===== config.mk =====
export PLATFORM = sky130hd
export DESIGN_NAME = tkip_per_packet_key_mixer
export DESIGN_NICKNAME = d
export VERILOG_FILES = /design/src/rtl/tkip_pkg.sv /design/src/rtl/tkip_mix_unit.sv /design/src/rtl/tkip_per_packet_key_mixer.sv
export SDC_FILE = /design/constraint.sdc
export NUM_CORES = 2
export LEC_CHECK = 0
export CORE_ASPECT_RATIO = 0.5
export CORE_UTILIZATION = 55
export CTS_CLUSTER_SIZE = 20
export DETAILED_ROUTE_END_ITERATION = 16
export DONT_BUFFER_PORTS = 1
export PLACE_DENSITY = 0.7
export SETUP_SLACK_MARGIN = 0.1
export SYNTH_ARGS = -nofsm -noshare
export SYNTH_HDL_FRONTEND = slang
export SYNTH_SLANG_ARGS = --single-unit

===== constraint.sdc =====
create_clock -name clk_i -period 22.3 [get_ports clk_i]
set_input_delay 4.46 -clock clk_i [delete_from_list [all_inputs] [get_ports clk_i]]
set_output_delay 4.46 -clock clk_i [all_outputs]
set_load 0.05 [all_outputs]

===== src/rtl/tkip_pkg.sv =====
`default_nettype none

package tkip_pkg;

  // Sizes of the mixing schedule.
  localparam int unsigned Phase1Rounds = 8;
  localparam int unsigned RoundW       = $clog2(Phase1Rounds);
  localparam int unsigned Phase1Words  = 5;
  localparam int unsigned Phase2Words  = 6;
  localparam int unsigned IdxW         = 3;

  // Constants of the key packing.
  localparam logic [7:0] KeyByte1Set  = 8'h20;
  localparam logic [7:0] KeyByte1Mask = 8'h7f;

  // Configuration register indexes.
  localparam int unsigned CfgIdxW = 2;
  typedef enum logic [CfgIdxW-1:0] {
    REG_TK_LOW  = 2'd0,
    REG_TK_HIGH = 2'd1,
    REG_TA      = 2'd2,
    REG_NONE    = 2'd3
  } cfg_reg_e;

  // Input and result transactions.
  typedef struct packed {
    logic [31:0] seq_high;
    logic [15:0] seq_low;
  } in_t;

  typedef struct packed {
    logic [63:0] key_high;
    logic [63:0] key_low;
  } out_t;

  // Function of the shared mixing unit.
  typedef enum logic [1:0] {
    MIX_SBOX,
    MIX_ROT,
    MIX_PASS
  } mix_mode_e;

  typedef struct packed {
    mix_mode_e          mode;
    logic [RoundW-1:0]  add;
  } mix_ctrl_t;

  // Sequencer states.
  typedef enum logic [2:0] {
    ST_IDLE,
    ST_PHASE1,
    ST_P2_INIT,
    ST_PHASE2,
    ST_DONE
  } state_e;

  // Byte substitution table of the mixing function.
  localparam logic [15:0] SBOX_TAB [256] = '{
    16'hC6A5, 16'hF884, 16'hEE99, 16'hF68D, 16'hFF0D, 16'hD6BD, 16'hDEB1, 16'h9154,
    16'h6050, 16'h0203, 16'hCEA9, 16'h567D, 16'hE719, 16'hB562, 16'h4DE6, 16'hEC9A,
    16'h8F45, 16'h1F9D, 16'h8940, 16'hFA87, 16'hEF15, 16'hB2EB, 16'h8EC9, 16'hFB0B,
    16'h41EC, 16'hB367, 16'h5FFD, 16'h45EA, 16'h23BF, 16'h53F7, 16'hE496, 16'h9B5B,
    16'h75C2, 16'hE11C, 16'h3DAE, 16'h4C6A, 16'h6C5A, 16'h7E41, 16'hF502, 16'h834F,
    16'h685C, 16'h51F4, 16'hD134, 16'hF908, 16'hE293, 16'hAB73, 16'h6253, 16'h2A3F,
    16'h080C, 16'h9552, 16'h4665, 16'h9D5E, 16'h3028, 16'h37A1, 16'h0A0F, 16'h2FB5,
    16'h0E09, 16'h2436, 16'h1B9B, 16'hDF3D, 16'hCD26, 16'h4E69, 16'h7FCD, 16'hEA9F,
    16'h121B, 16'h1D9E, 16'h5874, 16'h342E, 16'h362D, 16'hDCB2, 16'hB4EE, 16'h5BFB,
    16'hA4F6, 16'h764D, 16'hB761, 16'h7DCE, 16'h527B, 16'hDD3E, 16'h5E71, 16'h1397,
    16'hA6F5, 16'hB968, 16'h0000, 16'hC12C, 16'h4060, 16'hE31F, 16'h79C8, 16'hB6ED,
    16'hD4BE, 16'h8D46, 16'h67D9, 16'h724B, 16'h94DE, 16'h98D4, 16'hB0E8, 16'h854A,
    16'hBB6B, 16'hC52A, 16'h4FE5, 16'hED16, 16'h86C5, 16'h9AD7, 16'h6655, 16'h1194,
    16'h8ACF, 16'hE910, 16'h0406, 16'hFE81, 16'hA0F0, 16'h7844, 16'h25BA, 16'h4BE3,
    16'hA2F3, 16'h5DFE, 16'h80C0, 16'h058A, 16'h3FAD, 16'h21BC, 16'h7048, 16'hF104,
    16'h63DF, 16'h77C1, 16'hAF75, 16'h4263, 16'h2030, 16'hE51A, 16'hFD0E, 16'hBF6D,
    16'h814C, 16'h1814, 16'h2635, 16'hC32F, 16'hBEE1, 16'h35A2, 16'h88CC, 16'h2E39,
    16'h9357, 16'h55F2, 16'hFC82, 16'h7A47, 16'hC8AC, 16'hBAE7, 16'h322B, 16'hE695,
    16'hC0A0, 16'h1998, 16'h9ED1, 16'hA37F, 16'h4466, 16'h547E, 16'h3BAB, 16'h0B83,
    16'h8CCA, 16'hC729, 16'h6BD3, 16'h283C, 16'hA779, 16'hBCE2, 16'h161D, 16'hAD76,
    16'hDB3B, 16'h6456, 16'h744E, 16'h141E, 16'h92DB, 16'h0C0A, 16'h486C, 16'hB8E4,
    16'h9F5D, 16'hBD6E, 16'h43EF, 16'hC4A6, 16'h39A8, 16'h31A4, 16'hD337, 16'hF28B,
    16'hD532, 16'h8B43, 16'h6E59, 16'hDAB7, 16'h018C, 16'hB164, 16'h9CD2, 16'h49E0,
    16'hD8B4, 16'hACFA, 16'hF307, 16'hCF25, 16'hCAAF, 16'hF48E, 16'h47E9, 16'h1018,
    16'h6FD5, 16'hF088, 16'h4A6F, 16'h5C72, 16'h3824, 16'h57F1, 16'h73C7, 16'h9751,
    16'hCB23, 16'hA17C, 16'hE89C, 16'h3E21, 16'h96DD, 16'h61DC, 16'h0D86, 16'h0F85,
    16'hE090, 16'h7C42, 16'h71C4, 16'hCCAA, 16'h90D8, 16'h0605, 16'hF701, 16'h1C12,
    16'hC2A3, 16'h6A5F, 16'hAEF9, 16'h69D0, 16'h1791, 16'h9958, 16'h3A27, 16'h27B9,
    16'hD938, 16'hEB13, 16'h2BB3, 16'h2233, 16'hD2BB, 16'hA970, 16'h0789, 16'h33A7,
    16'h2DB6, 16'h3C22, 16'h1592, 16'hC920, 16'h8749, 16'hAAFF, 16'h5078, 16'hA57A,
    16'h038F, 16'h59F8, 16'h0980, 16'h1A17, 16'h65DA, 16'hD731, 16'h84C6, 16'hD0B8,
    16'h82C3, 16'h29B0, 16'h5A77, 16'h1E11, 16'h7BCB, 16'hA8FC, 16'h6DD6, 16'h2C3A
  };

endpackage

`default_nettype wire


===== src/rtl/tkip_mix_unit.sv =====
`default_nettype none

module tkip_mix_unit
  import tkip_pkg::*;
(
  input  mix_ctrl_t   ctrl_i,
  input  logic [15:0] acc_i,
  input  logic [15:0] src_i,
  input  logic [15:0] key_i,
  output logic [15:0] res_o
);

  logic [15:0] mixed;
  logic [15:0] sb_lo;
  logic [15:0] sb_hi;
  logic [15:0] func;

  // Key addition ahead of the nonlinear step.
  assign mixed = src_i ^ key_i;

  // Two table lookups, the upper one byte-swapped.
  assign sb_lo = SBOX_TAB[mixed[7:0]];
  assign sb_hi = SBOX_TAB[mixed[15:8]];

  // Select the word function for this step.
  always_comb begin
    unique case (ctrl_i.mode)
      MIX_SBOX: func = sb_lo ^ {sb_hi[7:0], sb_hi[15:8]};
      MIX_ROT:  func = {mixed[0], mixed[15:1]};
      MIX_PASS: func = mixed;
      default:  func = mixed;
    endcase
  end

  // Accumulate modulo 2^16 with the round constant.
  assign res_o = acc_i + func + {{(16-RoundW){1'b0}}, ctrl_i.add};

endmodule

`default_nettype wire


===== src/rtl/tkip_per_packet_key_mixer.sv =====
// Flow: an accepted input transaction runs phase 1 (40 mixing steps) only when the
// phase-1 cache is empty or its tag differs from seq_high, then phase 2.
// Every step uses the single shared 16-bit mixing unit; a new transaction is taken
// only in ST_IDLE, once the previous result has gone into the output register.
// Reset: keys, address and phase-1 cache cleared, cache empty, output empty.
`default_nettype none

module tkip_per_packet_key_mixer
  import tkip_pkg::*;
(
  input  logic                clk_i,
  input  logic                rst_ni,
  input  logic                in_valid_i,
  output logic                in_ready_o,
  input  in_t                 in_data_i,
  output logic                out_valid_o,
  input  logic                out_ready_i,
  output out_t                out_data_o,
  input  logic                cfg_valid_i,
  output logic                cfg_ready_o,
  input  logic [CfgIdxW-1:0]  cfg_index_i,
  input  logic [63:0]         cfg_data_i
);

  state_e state_q, state_d;

  logic [63:0] tk_low_q;
  logic [63:0] tk_high_q;
  logic [47:0] ta_q;
  logic [31:0] tag_q;
  logic        cache_valid_q;

  // Phase-1 words as a rotating line: slot 0 is the word being updated,
  // the last slot holds the word updated just before.
  logic [15:0] w_q [Phase1Words];
  logic [15:0] p_q [Phase2Words];
  logic [15:0] seq_low_q;

  logic [RoundW-1:0] round_q;
  logic [IdxW-1:0]   idx_q;
  logic              pass_q;

  logic        in_fire;
  logic        out_free;
  logic        cfg_fire;
  logic        miss;
  logic        p1_last;
  logic        p2_last;

  mix_ctrl_t   mix_ctrl;
  logic [15:0] mix_acc;
  logic [15:0] mix_src;
  logic [15:0] mix_key;
  logic [15:0] mix_res;
  logic [2:0]  key_sel;
  logic        key_en;

  logic        out_valid_q;
  out_t        out_q;
  out_t        out_d;

  // Temporal key word n, little-endian 16-bit.
  function automatic logic [15:0] key_word(input logic [63:0] lo, input logic [63:0] hi,
                                           input logic [2:0] n);
    logic [63:0] src;
    src = n[2] ? hi : lo;
    unique case (n[1:0])
      2'd0:    key_word = src[15:0];
      2'd1:    key_word = src[31:16];
      2'd2:    key_word = src[47:32];
      default: key_word = src[63:48];
    endcase
  endfunction

  // Handshakes.
  assign in_ready_o  = (state_q == ST_IDLE);
  assign in_fire     = in_valid_i && in_ready_o;
  assign out_free    = !out_valid_q || out_ready_i;
  assign cfg_ready_o = 1'b1;
  assign cfg_fire    = cfg_valid_i;
  assign miss        = !cache_valid_q || (tag_q != in_data_i.seq_high);
  assign p1_last     = (round_q == RoundW'(Phase1Rounds - 1)) &&
                       (idx_q == IdxW'(Phase1Words - 1));
  assign p2_last     = pass_q && (idx_q == IdxW'(Phase2Words - 1));

  // Next state.
  always_comb begin
    state_d = state_q;
    unique case (state_q)
      ST_IDLE: begin
        if (in_fire) begin
          state_d = miss ? ST_PHASE1 : ST_P2_INIT;
        end
      end
      ST_PHASE1: begin
        if (p1_last) begin
          state_d = ST_P2_INIT;
        end
      end
      ST_P2_INIT: state_d = ST_PHASE2;
      ST_PHASE2: begin
        if (p2_last) begin
          state_d = ST_DONE;
        end
      end
      ST_DONE: begin
        if (out_free) begin
          state_d = ST_IDLE;
        end
      end
      default: state_d = ST_IDLE;
    endcase
  end

  // Operand selection for the shared unit.
  always_comb begin
    mix_ctrl.mode = MIX_SBOX;
    mix_ctrl.add  = '0;
    mix_acc       = p_q[0];
    mix_src       = p_q[Phase2Words-1];
    key_sel       = idx_q;
    key_en        = 1'b1;
    unique case (state_q)
      ST_PHASE1: begin
        mix_acc = w_q[0];
        mix_src = w_q[Phase1Words-1];
        key_sel = {idx_q[1:0], round_q[0]};
        if (idx_q == IdxW'(Phase1Words - 1)) begin
          mix_ctrl.add = round_q;
        end
      end
      ST_P2_INIT: begin
        mix_ctrl.mode = MIX_PASS;
        mix_acc       = w_q[Phase1Words-1];
        mix_src       = seq_low_q;
        key_en        = 1'b0;
      end
      ST_PHASE2: begin
        if (pass_q) begin
          mix_ctrl.mode = MIX_ROT;
          key_sel       = {2'b11, idx_q[0]};
          key_en        = (idx_q < IdxW'(2));
        end
      end
      default: begin
        key_en = 1'b0;
      end
    endcase
  end

  assign mix_key = key_en ? key_word(tk_low_q, tk_high_q, key_sel) : '0;

  tkip_mix_unit u_mix (
    .ctrl_i (mix_ctrl),
    .acc_i  (mix_acc),
    .src_i  (mix_src),
    .key_i  (mix_key),
    .res_o  (mix_res)
  );

  // Key packing from the finished phase-2 words.
  always_comb begin
    logic [15:0] k0mix;
    k0mix = p_q[5] ^ key_word(tk_low_q, tk_high_q, 3'd0);
    out_d.key_low  = {p_q[1], p_q[0], k0mix[8:1], seq_low_q[7:0],
                      (seq_low_q[15:8] | KeyByte1Set) & KeyByte1Mask, seq_low_q[15:8]};
    out_d.key_high = {p_q[5], p_q[4], p_q[3], p_q[2]};
  end

  // Control registers.
  always_ff @(posedge clk_i or negedge rst_ni) begin
    if (!rst_ni) begin
      state_q       <= ST_IDLE;
      cache_valid_q <= 1'b0;
      tag_q         <= '0;
      tk_low_q      <= '0;
      tk_high_q     <= '0;
      ta_q          <= '0;
      out_valid_q   <= 1'b0;
      round_q       <= '0;
      idx_q         <= '0;
      pass_q        <= 1'b0;
    end else begin
      state_q <= state_d;

      // Configuration writes; an unlisted index leaves the cache alone.
      if (cfg_fire) begin
        unique case (cfg_reg_e'(cfg_index_i))
          REG_TK_LOW:  tk_low_q  <= cfg_data_i;
          REG_TK_HIGH: tk_high_q <= cfg_data_i;
          REG_TA:      ta_q      <= cfg_data_i[47:0];
          default:     ;
        endcase
        if (cfg_reg_e'(cfg_index_i) != REG_NONE) begin
          cache_valid_q <= 1'b0;
        end
      end

      // A miss refills the cache under the new tag.
      if (in_fire && miss) begin
        tag_q         <= in_data_i.seq_high;
        cache_valid_q <= 1'b1;
      end

      // Step counters.
      unique case (state_q)
        ST_PHASE1: begin
          if (idx_q == IdxW'(Phase1Words - 1)) begin
            idx_q   <= '0;
            round_q <= round_q + 1'b1;
          end else begin
            idx_q <= idx_q + 1'b1;
          end
        end
        ST_PHASE2: begin
          if (idx_q == IdxW'(Phase2Words - 1)) begin
            idx_q  <= '0;
            pass_q <= 1'b1;
          end else begin
            idx_q <= idx_q + 1'b1;
          end
        end
        default: begin
          idx_q   <= '0;
          round_q <= '0;
          pass_q  <= 1'b0;
        end
      endcase

      // Result register.
      if (state_q == ST_DONE && out_free) begin
        out_valid_q <= 1'b1;
      end else if (out_ready_i) begin
        out_valid_q <= 1'b0;
      end
    end
  end

  // Word lines and captured payload.
  always_ff @(posedge clk_i or negedge rst_ni) begin
    if (!rst_ni) begin
      for (int i = 0; i < Phase1Words; i++) begin
        w_q[i] <= '0;
      end
    end else begin
      if (in_fire && miss) begin
        w_q[0] <= in_data_i.seq_high[15:0];
        w_q[1] <= in_data_i.seq_high[31:16];
        w_q[2] <= ta_q[15:0];
        w_q[3] <= ta_q[31:16];
        w_q[4] <= ta_q[47:32];
      end else if (state_q == ST_PHASE1) begin
        for (int i = 0; i < Phase1Words - 1; i++) begin
          w_q[i] <= w_q[i+1];
        end
        w_q[Phase1Words-1] <= mix_res;
      end
    end
  end

  always_ff @(posedge clk_i) begin
    if (in_fire) begin
      seq_low_q <= in_data_i.seq_low;
    end
    if (state_q == ST_P2_INIT) begin
      for (int i = 0; i < Phase1Words; i++) begin
        p_q[i] <= w_q[i];
      end
      p_q[Phase2Words-1] <= mix_res;
    end else if (state_q == ST_PHASE2) begin
      for (int i = 0; i < Phase2Words - 1; i++) begin
        p_q[i] <= p_q[i+1];
      end
      p_q[Phase2Words-1] <= mix_res;
    end
    if (state_q == ST_DONE && out_free) begin
      out_q <= out_d;
    end
  end

  assign out_valid_o = out_valid_q;
  assign out_data_o  = out_q;

endmodule

`default_nettype wire


==> results of run 1 <==
==> per-layer routing <==
layer  track usage (%)  GRT overflow
met5              42.7             2
met1              79.4             4
met2              82.9            38
met4              56.5            31
met3              65.1             6
==> per-stage QoR <==
stage / instances / cell area (µm²) / setup slack, ps / hold WS, ps / util, %
2_1_floorplan: 3757 / 34600 / 12730 / 417 / -
3_3_place_gp: 4355 / 35000 / 12090 / 433 / 56.9
3_5_place_dp: 4356 / 35000 / 11800 / 440 / 56.9
4_1_cts: 4448 / 36800 / 10950 / 464 / 59.8
==> cell usage after synthesis (13+ instances only) <==
master | instances | share of area [%]
a211oi_1 | 56 | 1.2
a21o_1 | 14 | 0.30
buf_4 | 44 | 0.96
a211o_1 | 14 | 0.35
o211ai_1 | 50 | 1.1
o21ai_1 | 44 | 0.64
ha_1 | 49 | 1.8
nor2_2 | 16 | 0.29
nor3_1 | 89 | 1.3
nor2_1 | 201 | 2.2
o2111ai_1 | 16 | 0.41
a31oi_1 | 73 | 1.3
xor2_1 | 51 | 1.3
o21ai_0 | 244 | 3.5
o31ai_1 | 28 | 0.61
dfrtp_1 | 300 | 22
and2_1 | 34 | 0.62
o311ai_0 | 44 | 1.1
o22ai_1 | 26 | 0.47
o221ai_1 | 43 | 1.1
a2111oi_0 | 13 | 0.33
buf_6 | 13 | 0.42
buf_1 | 13 | 0.14
nor4_1 | 28 | 0.51
xnor2_1 | 32 | 0.81
a22oi_1 | 80 | 1.7
inv_1 | 30 | 0.33
mux2_2 | 216 | 7.0
clkbuf_1 | 140 | 1.5
nand3_1 | 111 | 1.6
mux2i_1 | 31 | 0.90
nand2_1 | 624 | 6.8
a311oi_1 | 33 | 0.84
buf_2 | 136 | 2.0
o32ai_1 | 21 | 0.53
and3_1 | 21 | 0.38
a21oi_1 | 233 | 3.4
nand2b_1 | 21 | 0.38
nand4_1 | 31 | 0.56
a221oi_1 | 23 | 0.58
edfxtp_1 | 232 | 20
==> cell families after synthesis <==
family / Yosys count / share of synthesized area, %
buffers and inverters: 384 / 5.46
multiplexers: 250 / 8.07
adder cells (fa/ha/maj): 55 / 2.07
AO/OA/AOI/OAI: 1187 / 23.4
AND/OR/NAND/NOR: 1258 / 16.8
flip-flops: 532 / 41.9
XOR/XNOR: 88 / 2.34
other: 2 / 0.0217
==> metrics.md, run 1 <==
| Metric | Value |
|---|---|
| Root Buffer | `clkbuf_16` |
| Post-CTS Resized | `0` |
| Run status | `stopped before the end` |
| Ports | `250` |
| Post-Syn Area | `0.0345 mm²` |
| Hold bufs inserted after CTS | `0` |
| Die W | `356 µm` |
| H-Tree Depth | `2` |
| Halt Reason | `[ERROR GRT-0232] Routing congestion too high. Check the congestion heatmap in the GUI.` |
| Initial antenna violation count | `54` |
| Cells after synthesis | `3756` |
| Rows | `64` |
| Synth warn | `0` |
| Gr ovfl total | `81` |
| Post-CTS Setup Bufs | `0` |
| CTS buffer count | `49` |
| Top_reg_cell synth | `dfrtp_1` |
| DP Wirelength | `129000 µm` |
| Post-synth EDFFs | `232` |
| Initial Utilization | `56.1%` |
| Largest net degree at the start of global routing | `301` |
| Synth unique cells | `118` |
| Async SR Flop Fraction | `56.4%` |
| Routability cong. | `1.15` |
| Sequential share of the synthesized area | `41.9%` |
| Fail Step | `global routing (5_1_grt)` |
| PortBufs | `0` |
| Die H | `179 µm` |
| CTS Sinks | `532` |
| Clk buf depth | `3` |
| Syn_area_per_cell | `9.20 µm²` |
| GRT Util Overall | `73.2%` |
| Yosys reg bits | `532` |
==> inputs of run 2 (changes only) <==
--- a/config.mk
+++ b/config.mk
@@ -5,13 +5,10 @@
 export SDC_FILE = /design/constraint.sdc
 export NUM_CORES = 2
 export LEC_CHECK = 0
-export CORE_ASPECT_RATIO = 0.5
-export CORE_UTILIZATION = 55
-export CTS_CLUSTER_SIZE = 20
+export CORE_UTILIZATION = 40
 export DETAILED_ROUTE_END_ITERATION = 16
 export DONT_BUFFER_PORTS = 1
-export PLACE_DENSITY = 0.7
-export SETUP_SLACK_MARGIN = 0.1
+export PLACE_DENSITY_LB_ADDON = 0.15
 export SYNTH_ARGS = -nofsm -noshare
 export SYNTH_HDL_FRONTEND = slang
 export SYNTH_SLANG_ARGS = --single-unit
==> run 2 against run 1 <==
The flow now finishes without violations. Synthesized area unchanged. Synthesized cell count unchanged.
==> metrics.md, run 2 <==
| Metric | Value |
|---|---|
| Largest register FFs | `120` |
| Core area | `0.0854 mm²` |
| HP Class | `flip-flop to flip-flop` |
| R2r startpoint | `state_q[0]$_DFFE_PN0P_` |
| CP Launch Type | `flip-flop` |
| Async SR Flop Fraction | `56.4%` |
| Worst hold margin | `448 ps` |
| Post-synth EDFFs | `232` |
| Hold bufs inserted after CTS | `0` |
| Max Freq | `95.3 MHz` |
| Count leader, synth | `nand2_1` |
| Cells after synthesis | `3756` |
| First-pass GRT wire length | `240000 µm` |
| Filler cells | `8525` |
| Root Buffer | `clkbuf_16` |
| Largest net degree at the start of global routing | `301` |
| WL met3 | `19700 µm` |
| Setup Viol. Count Final | `0` |
| Final Max Slew Viols | `0` |
| CTS buffer count | `60` |
| Crit path kind | `flip-flop to flip-flop` |
| Dominant combinational cell family by area after synthesis | `compound AO/OA/AOI/OAI gates` |
| PortBufs | `0` |
| Unrepaired setup endpoints after global routing | `no` |
| Sequential share of the synthesized area | `41.9%` |
| Initial antenna violation count | `8` |
| Period utilization | `47.1%` |
| Hold Crit Start | `p_q[2][8]$_DFFE_PP_` |
| Synth unique cells | `118` |
| GRT Util Overall | `38.0%` |
| Endpoint class of the critical path | `flip-flop` |
| H-Tree Depth | `2` |
| Gr ovfl total | `0` |
| Largest area contributor in the netlist | `dfrtp_1` |
| Die H | `296 µm` |
| Layout Nets | `3745` |
| Post-Syn Area | `0.0345 mm²` |
| Max Used Layer | `met5` |
| Post-CTS Setup Bufs | `0` |
| Synth warn | `0` |
| Placed Area | `0.0353 mm²` |
| Mux share of post-synthesis cell area | `8.07%` |
| Rows | `107` |
| Area share of fa/ha/maj cells after synthesis | `2.07%` |
| DP Wirelength | `118000 µm` |
| Vias in the first global route | `31.1k` |
| Synth Area in XOR/XNOR | `2.34%` |
| Yosys reg bits | `532` |
| CTS Sinks | `532` |
| DR WL/cell | `35.4 µm` |
| Clk buf depth | `3` |
| Final antenna-violating net count | `0` |
| Fin area | `0.0374 mm²` |
| Syn_area_per_cell | `9.20 µm²` |
| Synth area leaders | `dfrtp_1 22%, edfxtp_1 20%, mux2_2 7.0%` |
| Ports | `250` |
| Worst Path Required | `22850 ps` |
| Commonest non-fill, non-tap cell in the layout | `nand2_1` |
| FF-to-FF setup slack | `11800 ps` |
| DRT iter0 DRCs | `5803` |
| Post-route setup TNS | `0 ps` |
| Run status | `complete, no violations` |
| Post-synth top area share | `21.7%` |
| Skew-Pair Late Insertion Delay | `670 ps` |
| Proportion of layout cells with a drive suffix above 1 | `14.6%` |
| Post-CTS Resized | `0` |
| Critical Path AT | `11050 ps` |
| Most frequent cells in the layout | `623 x nand2_1, 300 x dfrtp_1, 244 x o21ai_0` |
| Die W | `296 µm` |
| Pre-CTS setup slack | `12210 ps` |
| Routability cong. | `1.06` |
| Die ar. | `0.0876 mm²` |
| Clock transition at the registers of the reported paths | `60 ps` |
| Worst-margin pin slew | `1400 ps` |
| Complex-gate fraction of the synthesized area | `23.4%` |
| Wl on met1 | `70100 µm` |
| Final WL | `169000 µm` |
| Clock skew | `48.0 ps` |
| Relative slew slack | `6.49%` |
| Simple-Gate Fraction of Synth Area | `16.8%` |
| Routed vias/inst | `6.98` |
| Met2 wire len | `70600 µm` |
| Worst R2R End | `w_q[14]$_DFFE_PN0P_` |
| MaxCap Viol Count | `0` |
| Vias | `33.3k` |
| Final hold vios | `0` |
| CTS tree | `done` |
| Hold endpoint | `out_data_o[72]$_DFFE_PP_` |
| DRC viols | `0` |
| Worst setup margin | `11800 ps` |
| Slowest stage delay, CP | `970 ps` |
| Drt first pass iters | `7` |
| Top post-synthesis cells by count | `624 x nand2_1, 300 x dfrtp_1, 244 x o21ai_0` |
| CP max-delay cell | `a2111oi_4` |
| Worst Setup SP | `state_q[0]$_DFFE_PN0P_` |
| Layout area overhead | `8.12%` |
| Hold Path Depth | `0` |
| Worst Reg-to-Reg Cells | `35` |
| Crit-path max FO | `30` |
| Initial Utilization | `40.4%` |
| Top_reg_cell synth | `dfrtp_1` |
| Cell mode on critical path | `a21oi_1` |
| Min Clock Period, post-route | `10500 ps` |
[run 2: cells by family after synthesis]
| logic type | Yosys count |
|---|---|
| AND/OR/NAND/NOR | 1258 |
| XOR/XNOR | 88 |
| buffers and inverters | 384 |
| flip-flops | 532 |
| other | 2 |
| multiplexers | 250 |
| AO/OA/AOI/OAI | 1187 |
| adder cells (fa/ha/maj) | 55 |
[run 2: worst max path at each step]
stage,slack (ps),end,depth (start not counted)
global placement,12190,w_q[14]$_DFFE_PN0P_,35
floorplan,12730,w_q[14]$_DFFE_PN0P_,25
global route,11260,w_q[15]$_DFFE_PN0P_,33
CTS,12100,w_q[14]$_DFFE_PN0P_,35
detailed placement,12210,w_q[14]$_DFFE_PN0P_,35
finish,11800,w_q[14]$_DFFE_PN0P_,35
[run 2: stage by stage]
step / std cells / utilization (%)
floorplan: 3757 / -
global placement: 4655 / 41.3
detailed placement: 4655 / 41.3
CTS: 4769 / 43.7
global route: 4770 / 43.7
finish: 4774 / 43.7
[run 2: worst max-delay path: cells and delay by family, from the launching register on]
kind / cells / cell delay [ps]
flip-flops: 1 / 720
buffers and inverters: 3 / 990
XOR/XNOR: 2 / 240
adder cells (fa/ha/maj): 3 / 1260
AND/OR/NAND/NOR: 6 / 2260
AO/OA/AOI/OAI: 21 / 4940
[run 2: layout make-up]
| type | count | area (µm²) | area share [%] |
|---|---|---|---|
| antenna | 5 | 12.5 | 0.0335 |
| clock buffer | 97 | 1810 | 4.85 |
| clock inverter | 17 | 238 | 0.636 |
| inverter | 38 | 155 | 0.415 |
| multi-input combinational | 2841 | 18500 | 49.4 |
| sequential | 532 | 14500 | 38.7 |
| tap | 1144 | 1430 | 3.83 |
| timing repair buffer | 100 | 763 | 2.04 |
[run 2: routing by layer]
| layer | GRT usage, % | vias up |
|---|---|---|
| met5 | 0 | - |
| met1 | 53.4 | 16600 |
| li1 | - | 13800 |
| met4 | 15.1 | 4 |
| met2 | 55.1 | 2472 |
| met3 | 10.1 | 527 |
Power of run 2 is left out: the tool's default activity adds up to more than one toggle a clock period on the data nets, which glitch-free logic cannot reach.
